`src/design/bmpt_pkg.sv`:
```
`default_nettype none
// ----------------------------------------------------------------------------
// bmpt_pkg
// Shared types and codes for the bounded max-priority table.
// ----------------------------------------------------------------------------
package bmpt_pkg;

    localparam int HANDLE_W = 32;
    localparam int PRIO_W   = 32;
    localparam int STATUS_W = 3;

    // request kinds, carried on s_tuser
    localparam logic REQ_INSERT = 1'b0;
    localparam logic REQ_DELETE = 1'b1;

    // result status codes, carried on m_tuser
    localparam logic [STATUS_W-1:0] STAT_INSERTED = 3'd0;
    localparam logic [STATUS_W-1:0] STAT_FULL     = 3'd1;
    localparam logic [STATUS_W-1:0] STAT_NULL     = 3'd2;
    localparam logic [STATUS_W-1:0] STAT_DELETED  = 3'd3;
    localparam logic [STATUS_W-1:0] STAT_EMPTY    = 3'd4;

    // one word of the slot memory
    typedef struct packed {
        logic                     valid;
        logic [HANDLE_W-1:0]      handle;
        logic signed [PRIO_W-1:0] prio;
    } bmpt_entry_t;

    // control from the sequencer to the scan tracker
    typedef struct packed {
        logic start;
        logic rd_vld;
        logic is_delete;
    } bmpt_scan_ctl_t;

endpackage : bmpt_pkg
`default_nettype wire

```
`src/design/bmpt_scan.sv`:
```
`default_nettype none
// ----------------------------------------------------------------------------
// bmpt_scan
// Tracks the scan over the slot memory: the first free slot for an insert,
// or the highest-priority valid slot for a delete-max (ties go to the later
// slot, since slots arrive in ascending order).
// ----------------------------------------------------------------------------
module bmpt_scan
    import bmpt_pkg::*;
#(
    parameter int IDX_W = 4
) (
    input  wire logic                aclk,
    input  wire logic                aresetn,
    input  wire bmpt_scan_ctl_t      ctl,
    input  wire logic [IDX_W-1:0]    rd_idx,
    input  wire bmpt_entry_t         rd_entry,
    output logic                     found,
    output logic [IDX_W-1:0]         best_idx,
    output logic [HANDLE_W-1:0]      best_handle
);

    logic                     found_reg, found_next;
    logic [IDX_W-1:0]         best_idx_reg, best_idx_next;
    logic signed [PRIO_W-1:0] best_prio_reg, best_prio_next;
    logic [HANDLE_W-1:0]      best_handle_reg, best_handle_next;
    logic                     take;

    always_comb begin
        if (ctl.is_delete) begin
            take = ctl.rd_vld && rd_entry.valid &&
                   (!found_reg || ($signed(rd_entry.prio) >= best_prio_reg));
        end else begin
            take = ctl.rd_vld && !rd_entry.valid && !found_reg;
        end

        found_next       = found_reg;
        best_idx_next    = best_idx_reg;
        best_prio_next   = best_prio_reg;
        best_handle_next = best_handle_reg;
        if (ctl.start) begin
            found_next = 1'b0;
        end else if (take) begin
            found_next       = 1'b1;
            best_idx_next    = rd_idx;
            best_prio_next   = rd_entry.prio;
            best_handle_next = rd_entry.handle;
        end
    end

    always_ff @(posedge aclk) begin
        if (!aresetn) begin
            found_reg <= 1'b0;
        end else begin
            found_reg <= found_next;
        end
        best_idx_reg    <= best_idx_next;
        best_prio_reg   <= best_prio_next;
        best_handle_reg <= best_handle_next;
    end

    assign found       = found_reg;
    assign best_idx    = best_idx_reg;
    assign best_handle = best_handle_reg;

endmodule : bmpt_scan
`default_nettype wire

```
`src/design/bounded_max_priority_table_core.sv`:
```
`default_nettype none
// ----------------------------------------------------------------------------
// bounded_max_priority_table_core
// Table of CAPACITY (handle, signed priority) slots in a single-port-read,
// single-port-write memory: insert into the lowest free slot, delete-max
// returns and frees the highest-priority slot (ties to the highest index).
// ----------------------------------------------------------------------------
// sequencing: a null insert skips the scan and goes from IDLE straight to
//   DONE; any other request runs SCAN, one memory read per slot visited,
//   then WRITE if a slot was picked, then DONE
// throughput: one item at a time, set by the one-slot-per-cycle memory scan
//   (an insert stops at the first free slot); s_tready returns as the result register loads, which can wait on m_tready
// reset: a clearing pass marks every slot free; s_tready stays low until it
//   ends
module bounded_max_priority_table_core
    import bmpt_pkg::*;
#(
    parameter int CAPACITY = 16
) (
    input  wire logic                  aclk,
    input  wire logic                  aresetn,
    input  wire logic                  s_tvalid,
    output logic                       s_tready,
    input  wire logic [63:0]           s_tdata,  // [31:0] data_handle, [63:32] priority_req
    input  wire logic [0:0]            s_tuser,  // [0] req_type
    output logic                       m_tvalid,
    input  wire logic                  m_tready,
    output logic [31:0]                m_tdata,  // [31:0] data_out
    output logic [2:0]                 m_tuser   // [2:0] status
);

    localparam int IDX_W = (CAPACITY > 1) ? $clog2(CAPACITY) : 1;
    localparam int CNT_W = $clog2(CAPACITY + 1);

    typedef enum logic [4:0] {
        S_CLEAR = 5'b00001,
        S_IDLE  = 5'b00010,
        S_SCAN  = 5'b00100,
        S_WRITE = 5'b01000,
        S_DONE  = 5'b10000
    } state_t;

    state_t                   state_reg, state_next;
    logic [IDX_W-1:0]         clr_cnt_reg, clr_cnt_next;
    logic [CNT_W-1:0]         issue_cnt_reg, issue_cnt_next;
    logic                     rd_vld_reg, rd_vld_next;
    logic [IDX_W-1:0]         rd_idx_reg, rd_idx_next;
    logic                     req_reg, req_next;
    logic [HANDLE_W-1:0]      handle_reg, handle_next;
    logic signed [PRIO_W-1:0] prio_reg, prio_next;
    logic [STATUS_W-1:0]      res_stat_reg, res_stat_next;
    logic [HANDLE_W-1:0]      res_data_reg, res_data_next;
    logic                     m_tvalid_reg, m_tvalid_next;
    logic [STATUS_W-1:0]      m_stat_reg, m_stat_next;
    logic [HANDLE_W-1:0]      m_data_reg, m_data_next;

    // slot memory
    bmpt_entry_t              mem [CAPACITY];
    bmpt_entry_t              mem_rdata_reg;
    logic                     mem_we;
    logic [IDX_W-1:0]         mem_waddr;
    bmpt_entry_t              mem_wdata;
    logic [IDX_W-1:0]         mem_raddr;

    bmpt_scan_ctl_t           scan_ctl;
    logic                     scan_found;
    logic [IDX_W-1:0]         scan_best_idx;
    logic [HANDLE_W-1:0]      scan_best_handle;

    logic                     in_fire;
    logic                     issuing;
    logic                     scan_done;

    assign s_tready = (state_reg == S_IDLE);
    assign in_fire  = s_tvalid && s_tready;
    assign issuing  = (state_reg == S_SCAN) && (issue_cnt_reg < CNT_W'(CAPACITY));
    assign mem_raddr = issuing ? issue_cnt_reg[IDX_W-1:0] : '0;
    assign scan_done = (scan_found && (req_reg == REQ_INSERT)) ||
                       ((issue_cnt_reg == CNT_W'(CAPACITY)) && !rd_vld_reg);

    assign scan_ctl.start     = in_fire;
    assign scan_ctl.rd_vld    = rd_vld_reg && (state_reg == S_SCAN);
    assign scan_ctl.is_delete = (req_reg == REQ_DELETE);

    bmpt_scan #(
        .IDX_W (IDX_W)
    ) u_scan (
        .aclk        (aclk),
        .aresetn     (aresetn),
        .ctl         (scan_ctl),
        .rd_idx      (rd_idx_reg),
        .rd_entry    (mem_rdata_reg),
        .found       (scan_found),
        .best_idx    (scan_best_idx),
        .best_handle (scan_best_handle)
    );

    always_comb begin
        state_next     = state_reg;
        clr_cnt_next   = clr_cnt_reg;
        issue_cnt_next = issue_cnt_reg;
        rd_vld_next    = 1'b0;
        rd_idx_next    = rd_idx_reg;
        req_next       = req_reg;
        handle_next    = handle_reg;
        prio_next      = prio_reg;
        res_stat_next  = res_stat_reg;
        res_data_next  = res_data_reg;
        m_tvalid_next  = m_tvalid_reg && !m_tready;
        m_stat_next    = m_stat_reg;
        m_data_next    = m_data_reg;
        mem_we         = 1'b0;
        mem_waddr      = scan_best_idx;
        mem_wdata      = '0;

        unique case (state_reg)
            S_CLEAR: begin
                mem_we       = 1'b1;
                mem_waddr    = clr_cnt_reg;
                clr_cnt_next = clr_cnt_reg + 1'b1;
                if (clr_cnt_reg == IDX_W'(CAPACITY - 1)) begin
                    state_next = S_IDLE;
                end
            end
            S_IDLE: begin
                if (in_fire) begin
                    req_next       = s_tuser[0];
                    handle_next    = s_tdata[31:0];
                    prio_next      = s_tdata[63:32];
                    issue_cnt_next = '0;
                    if ((s_tuser[0] == REQ_INSERT) && (s_tdata[31:0] == '0)) begin
                        res_stat_next = STAT_NULL;
                        res_data_next = '0;
                        state_next    = S_DONE;
                    end else begin
                        state_next = S_SCAN;
                    end
                end
            end
            S_SCAN: begin
                if (issuing) begin
                    rd_vld_next    = 1'b1;
                    rd_idx_next    = issue_cnt_reg[IDX_W-1:0];
                    issue_cnt_next = issue_cnt_reg + 1'b1;
                end
                if (scan_done) begin
                    rd_vld_next = 1'b0;
                    if (scan_found) begin
                        state_next = S_WRITE;
                    end else begin
                        res_stat_next = (req_reg == REQ_DELETE) ? STAT_EMPTY : STAT_FULL;
                        res_data_next = '0;
                        state_next    = S_DONE;
                    end
                end
            end
            S_WRITE: begin
                mem_we = 1'b1;
                if (req_reg == REQ_DELETE) begin
                    res_stat_next = STAT_DELETED;
                    res_data_next = scan_best_handle;
                end else begin
                    mem_wdata.valid  = 1'b1;
                    mem_wdata.handle = handle_reg;
                    mem_wdata.prio   = prio_reg;
                    res_stat_next    = STAT_INSERTED;
                    res_data_next    = '0;
                end
                state_next = S_DONE;
            end
            S_DONE: begin
                // wait for the output register to free up
                if (!m_tvalid_reg || m_tready) begin
                    m_tvalid_next = 1'b1;
                    m_stat_next   = res_stat_reg;
                    m_data_next   = res_data_reg;
                    state_next    = S_IDLE;
                end
            end
            default: begin
                state_next = S_IDLE;
            end
        endcase
    end

    always_ff @(posedge aclk) begin
        if (!aresetn) begin
            state_reg     <= S_CLEAR;
            clr_cnt_reg   <= '0;
            issue_cnt_reg <= '0;
            rd_vld_reg    <= 1'b0;
            m_tvalid_reg  <= 1'b0;
        end else begin
            state_reg     <= state_next;
            clr_cnt_reg   <= clr_cnt_next;
            issue_cnt_reg <= issue_cnt_next;
            rd_vld_reg    <= rd_vld_next;
            m_tvalid_reg  <= m_tvalid_next;
        end
        rd_idx_reg   <= rd_idx_next;
        req_reg      <= req_next;
        handle_reg   <= handle_next;
        prio_reg     <= prio_next;
        res_stat_reg <= res_stat_next;
        res_data_reg <= res_data_next;
        m_stat_reg   <= m_stat_next;
        m_data_reg   <= m_data_next;
    end

    always_ff @(posedge aclk) begin
        if (mem_we) begin
            mem[mem_waddr] <= mem_wdata;
        end
        mem_rdata_reg <= mem[mem_raddr];
    end

    assign m_tvalid = m_tvalid_reg;
    assign m_tuser  = m_stat_reg;
    assign m_tdata  = m_data_reg;

    // a write-back only happens once the scan has picked a slot
    assert property (@(posedge aclk) disable iff (!aresetn)
        (state_reg == S_WRITE) |-> scan_found)
        else $error("slot write-back without a selected slot");

    // a removed handle is never the null handle
    assert property (@(posedge aclk) disable iff (!aresetn)
        (m_tvalid && (m_tuser == STAT_DELETED)) |-> (m_tdata != '0))
        else $error("delete-max returned a null handle");

    // every result other than a delete carries a zero handle
    assert property (@(posedge aclk) disable iff (!aresetn)
        (m_tvalid && (m_tuser != STAT_DELETED)) |-> (m_tdata == '0))
        else $error("non-delete result carries a handle");

endmodule : bounded_max_priority_table_core
`default_nettype wire
```
`config.mk`:
```
export PLATFORM = sky130hd
export DESIGN_NAME = bounded_max_priority_table_core
export DESIGN_NICKNAME = d
export VERILOG_FILES = /design/src/design/bmpt_pkg.sv /design/src/design/bmpt_scan.sv /design/src/design/bounded_max_priority_table_core.sv
export SDC_FILE = /design/constraint.sdc
export NUM_CORES = 2
export LEC_CHECK = 0
export ABC_AREA = 1
export BUFFER_PORTS_ARGS = -buffer_cell sky130_fd_sc_hd__buf_2
export CORE_ASPECT_RATIO = 0.6
export CORE_MARGIN = 4
export CORE_UTILIZATION = 30
export CTS_CLUSTER_DIAMETER = 60
export CTS_CLUSTER_SIZE = 12
export DETAILED_ROUTE_END_ITERATION = 10
export GPL_ROUTABILITY_DRIVEN = 1
export PLACE_DENSITY = 0.5
export SETUP_SLACK_MARGIN = 0.1
export SYNTH_ARGS = -nofsm -noshare
export SYNTH_HDL_FRONTEND = slang
export SYNTH_SLANG_ARGS = --single-unit
export TNS_END_PERCENT = 10
```
`constraint.sdc`:
```
create_clock -name aclk -period 4.2 [get_ports aclk]
set_input_delay 1.05 -clock aclk [delete_from_list [all_inputs] [get_ports aclk]]
set_output_delay 1.05 -clock aclk [all_outputs]
set_load 0.02 [all_outputs]
```
==> metrics.md <==
| Metric | Value |
|---|---|
| Status | finished, final reports clean |
| Setup crit start kind | flip-flop |
| CTS tree | yes |
| Syn nets | 3,662 |
| Global-route wire length before repair | 196,000 um |
| Starting DRT DRC Count | 2,561 |
| Overflow after GRT | 0 |
| Wire per inst | 22.3 um |
| Worst hold-check path type | flip-flop to flip-flop |
| Crit end category | flip-flop |
| Layout cells sized above 1 | 10.0% |
| HPWL after DPL | 68,400 um |
| Mux contribution to synthesized area | 0.0197% |
| Post-synthesis sequential area ratio | 77.0% |
| # IOs | 106 |
| Synth Area in Simple Gates | 7.49% |
| Die ar. | 176,000 um2 |
| FP Rows | 116 |
| Adder-cell share of the synthesized area | 0.862% |
| Post-CTS Setup Repair Bufs | 0 |
| Die Wd | 539 um |
| Core Region | 167,000 um2 |
| Pwr dens | 508 nW/um2 |
| CTS Hold Bufs | 0 |
| Clk_skew | 0.0256 ns |
| Sw frac | 23.6% |
| Synth cell count leaders | edfxtp_1 (1,247), nand2_1 (444), inv_1 (371) |
| Critical path class | flip-flop to flip-flop |
| Synth area leader | edfxtp_1 |
| Reg-to-reg startpoint | state_reg[0] |
| Critical-path maximum fanout | 31 |
| Final worst slack | 0.719 ns |
| Fin cells | 5,986 |
| Final Cycle Share | 82.9% |
| P&R area growth vs syn | 14.8% |
| Post-synthesis async set-or-reset flop share | 0% |
| Hold Slack | 0.400 ns |
| Post-synthesis cell type count | 32 |
| Syn Inst Count | 3,558 |
| Vias in the first global route | 28,300 |
| Placed cell count | 5,765 |
| Reg clk slew, reported paths | 0.06 ns |
| Dpl ws | 0.692 ns |
| PortBufs | 105 |
| Largest family of logic cells by synthesized area | compound AO/OA/AOI/OAI gates |
| Final hold vios | 0 |
| Post-synthesis xor/xnor area fraction | 0% |
| Gr usage total | 14.9% |
| P_sw | 0.00700 W |
| Largest net degree at the start of global routing | 166 |
| Yosys warns | 0 |
| HP Start | mem_rdata_reg[48] |
| R2R cell count | 8 |
| Syn_area_per_cell | 14.3 um2 |
| Initial antenna violation count | 5 |
| Die height | 327 um |
| RSZ-0062 raised after global routing | false |
| Sequential fraction of design power | 54.7% |
| Root buf cell | clkbuf_16 |
| Slew Limit Headroom | 21.5% |
| Req. time, crit path | 4.56 ns |
| Max-slew violations | 0 |
| Post-synth EDFFs | 1,247 |
| Detail Route Antenna Nets | 0 |
| Total number of vias | 29,200 |
| # setup viols final | 0 |
| Starting Density | 30.3% |
| Clock power share | 36.6% |
| Peak Freq | 287 MHz |
| Most common cell in the netlist | edfxtp_1 |
| Largest register FFs | 1,040 |
| Via-to-Cell Ratio | 4.87 |
| CTS Buffer Depth | 3 |
| Synth Area in Compound Gates | 10.1% |
| Setup TNS | 0 ns |
| Drt total wl | 133,000 um |
| Ys flop type | edfxtp_1 |
| Hold path depth | 0 |
| Actual slew at the worst max-slew pin | 1.17 ns |
| CTS H-tree depth | 4 |
| TritonCTS Buffers | 130 |
| Mapped Area | 50,800 um2 |
| Top cells by area, synth | edfxtp_1 (74%), o221ai_1 (4.5%), o211ai_1 (3.8%), nand2_1 (3.3%), dfxtp_1 (3.2%) |
| Crit path time final | 3.48 ns |
| Crit path DAT | 3.84 ns |
| Max cap viols | 0 |
| Area share of the largest cell type after synthesis | 73.7% |
| Comb pwr share | 8.7% |
| CTS resizes | 0 |
| Worst-Skew Late Latency | 0.74 ns |
| R2R setup slack | 0.72 ns |
| Reg2reg end | mem[12][45] |
| Clock net sink count | 1,329 |
| Yosys reg bits | 1,329 |
| Hold Path Sink | u_scan.best_handle[16] |
| VDD IR-drop max | 0.000443 V |
| GP Congestion | 0.744 |
| DRC viols | 0 |
| Pleak | 19.3 nW |
| Cell Int Power | 0.0226 W |
| DRT Pass-1 Iters | 6 |
| Total Nets Final | 3,759 |
placed cells by master (no fill, tap or decap), types with 37 or more instances in the layout:
master     netlist  final
clkbuf_1       164     75
o211ai_1       260    260
clkbuf_16        0    135
buf_12           0     37
inv_1          371    368
nand3_1        273    273
o21ai_0        140    140
nor2_1         143    125
dfxtp_1         82     81
buf_2           41    105
buf_4            1     52
edfxtp_1      1247   1247
o221ai_1       261    261
nand2_1        444    442
through the flow:
step / utilization (%) / instance area (um2) / power, W
3_3_place_gp: 32.6 / 54500 / 0.0191
2_1_floorplan: - / 50800 / 0.0179
3_5_place_dp: 32.6 / 54500 / 0.0191
4_1_cts: 34.8 / 58300 / 0.0300
6_report: 34.8 / 58300 / 0.0296
5_1_grt: 34.8 / 58300 / 0.0309
final cells by class:
type                            instances  area [um2]
Tap cell                             2242        2810
Clock buffer                          210        3660
Antenna cell                            1        2.50
Fill cell                           16100      109000
Clock inverter                         10         126
Sequential cell                      1329       39100
Inverter                              377        1440
Multi-Input combinational cell       1623        9530
Timing Repair Buffer                  194        1660
worst max-delay path, stage by stage, from the launching register on:
cell and delay, ns:
dfxtp_1 0.33, nor2_2 0.14, inv_1 0.08, nor4_1 0.52
clkinv_2 0.56, nand2_1 0.28, nand3_1 0.35, nor2_4 0.23
buf_4 0.59
worst max path at each step:
stage / from / to / slack (ns)
6_report: state_reg[0] / mem[12][45] / 0.72
5_1_grt: u_scan.best_prio_reg[31] / u_scan.best_handle[28] / 0.46
4_1_cts: state_reg[0] / mem[12][27] / 0.67
3_5_place_dp: state_reg[0] / mem[12][50] / 0.69
3_3_place_gp: s_tdata[29] / res_data_reg[27] / 0.69
2_1_floorplan: state_reg[2] / mem[0][0] / -0.46
power by group through the flow:
stage          sequential (W)  clock [W]  combinational (W)
6_report               0.0162     0.0108            0.00258
5_1_grt                0.0163     0.0117            0.00283
4_1_cts                0.0162     0.0112            0.00261
3_5_place_dp           0.0165          0            0.00260
3_3_place_gp           0.0165          0            0.00259
2_1_floorplan          0.0165          0            0.00140
per-layer routing:
layer | global-route usage, % | share of wire, % | vias up
li1 | - | - | 13500
met1 | 22.5 | 48 | 14600
met2 | 22.4 | 44 | 846
met3 | 2.10 | 5.4 | 182
met4 | 3.87 | 1.9 | 0
met5 | 0 | 0 | -
cell families (layout without fill, tap and decap cells):
kind of cell	count (synthesis)	count (layout)
compound gates	692	692
other cells	0	1
buf+inv	606	791
flops	1329	1329
fa+ha+maj	35	35
mux	1	1
simple gates	895	895
Note: power is estimated with default switching activity, not from simulation.
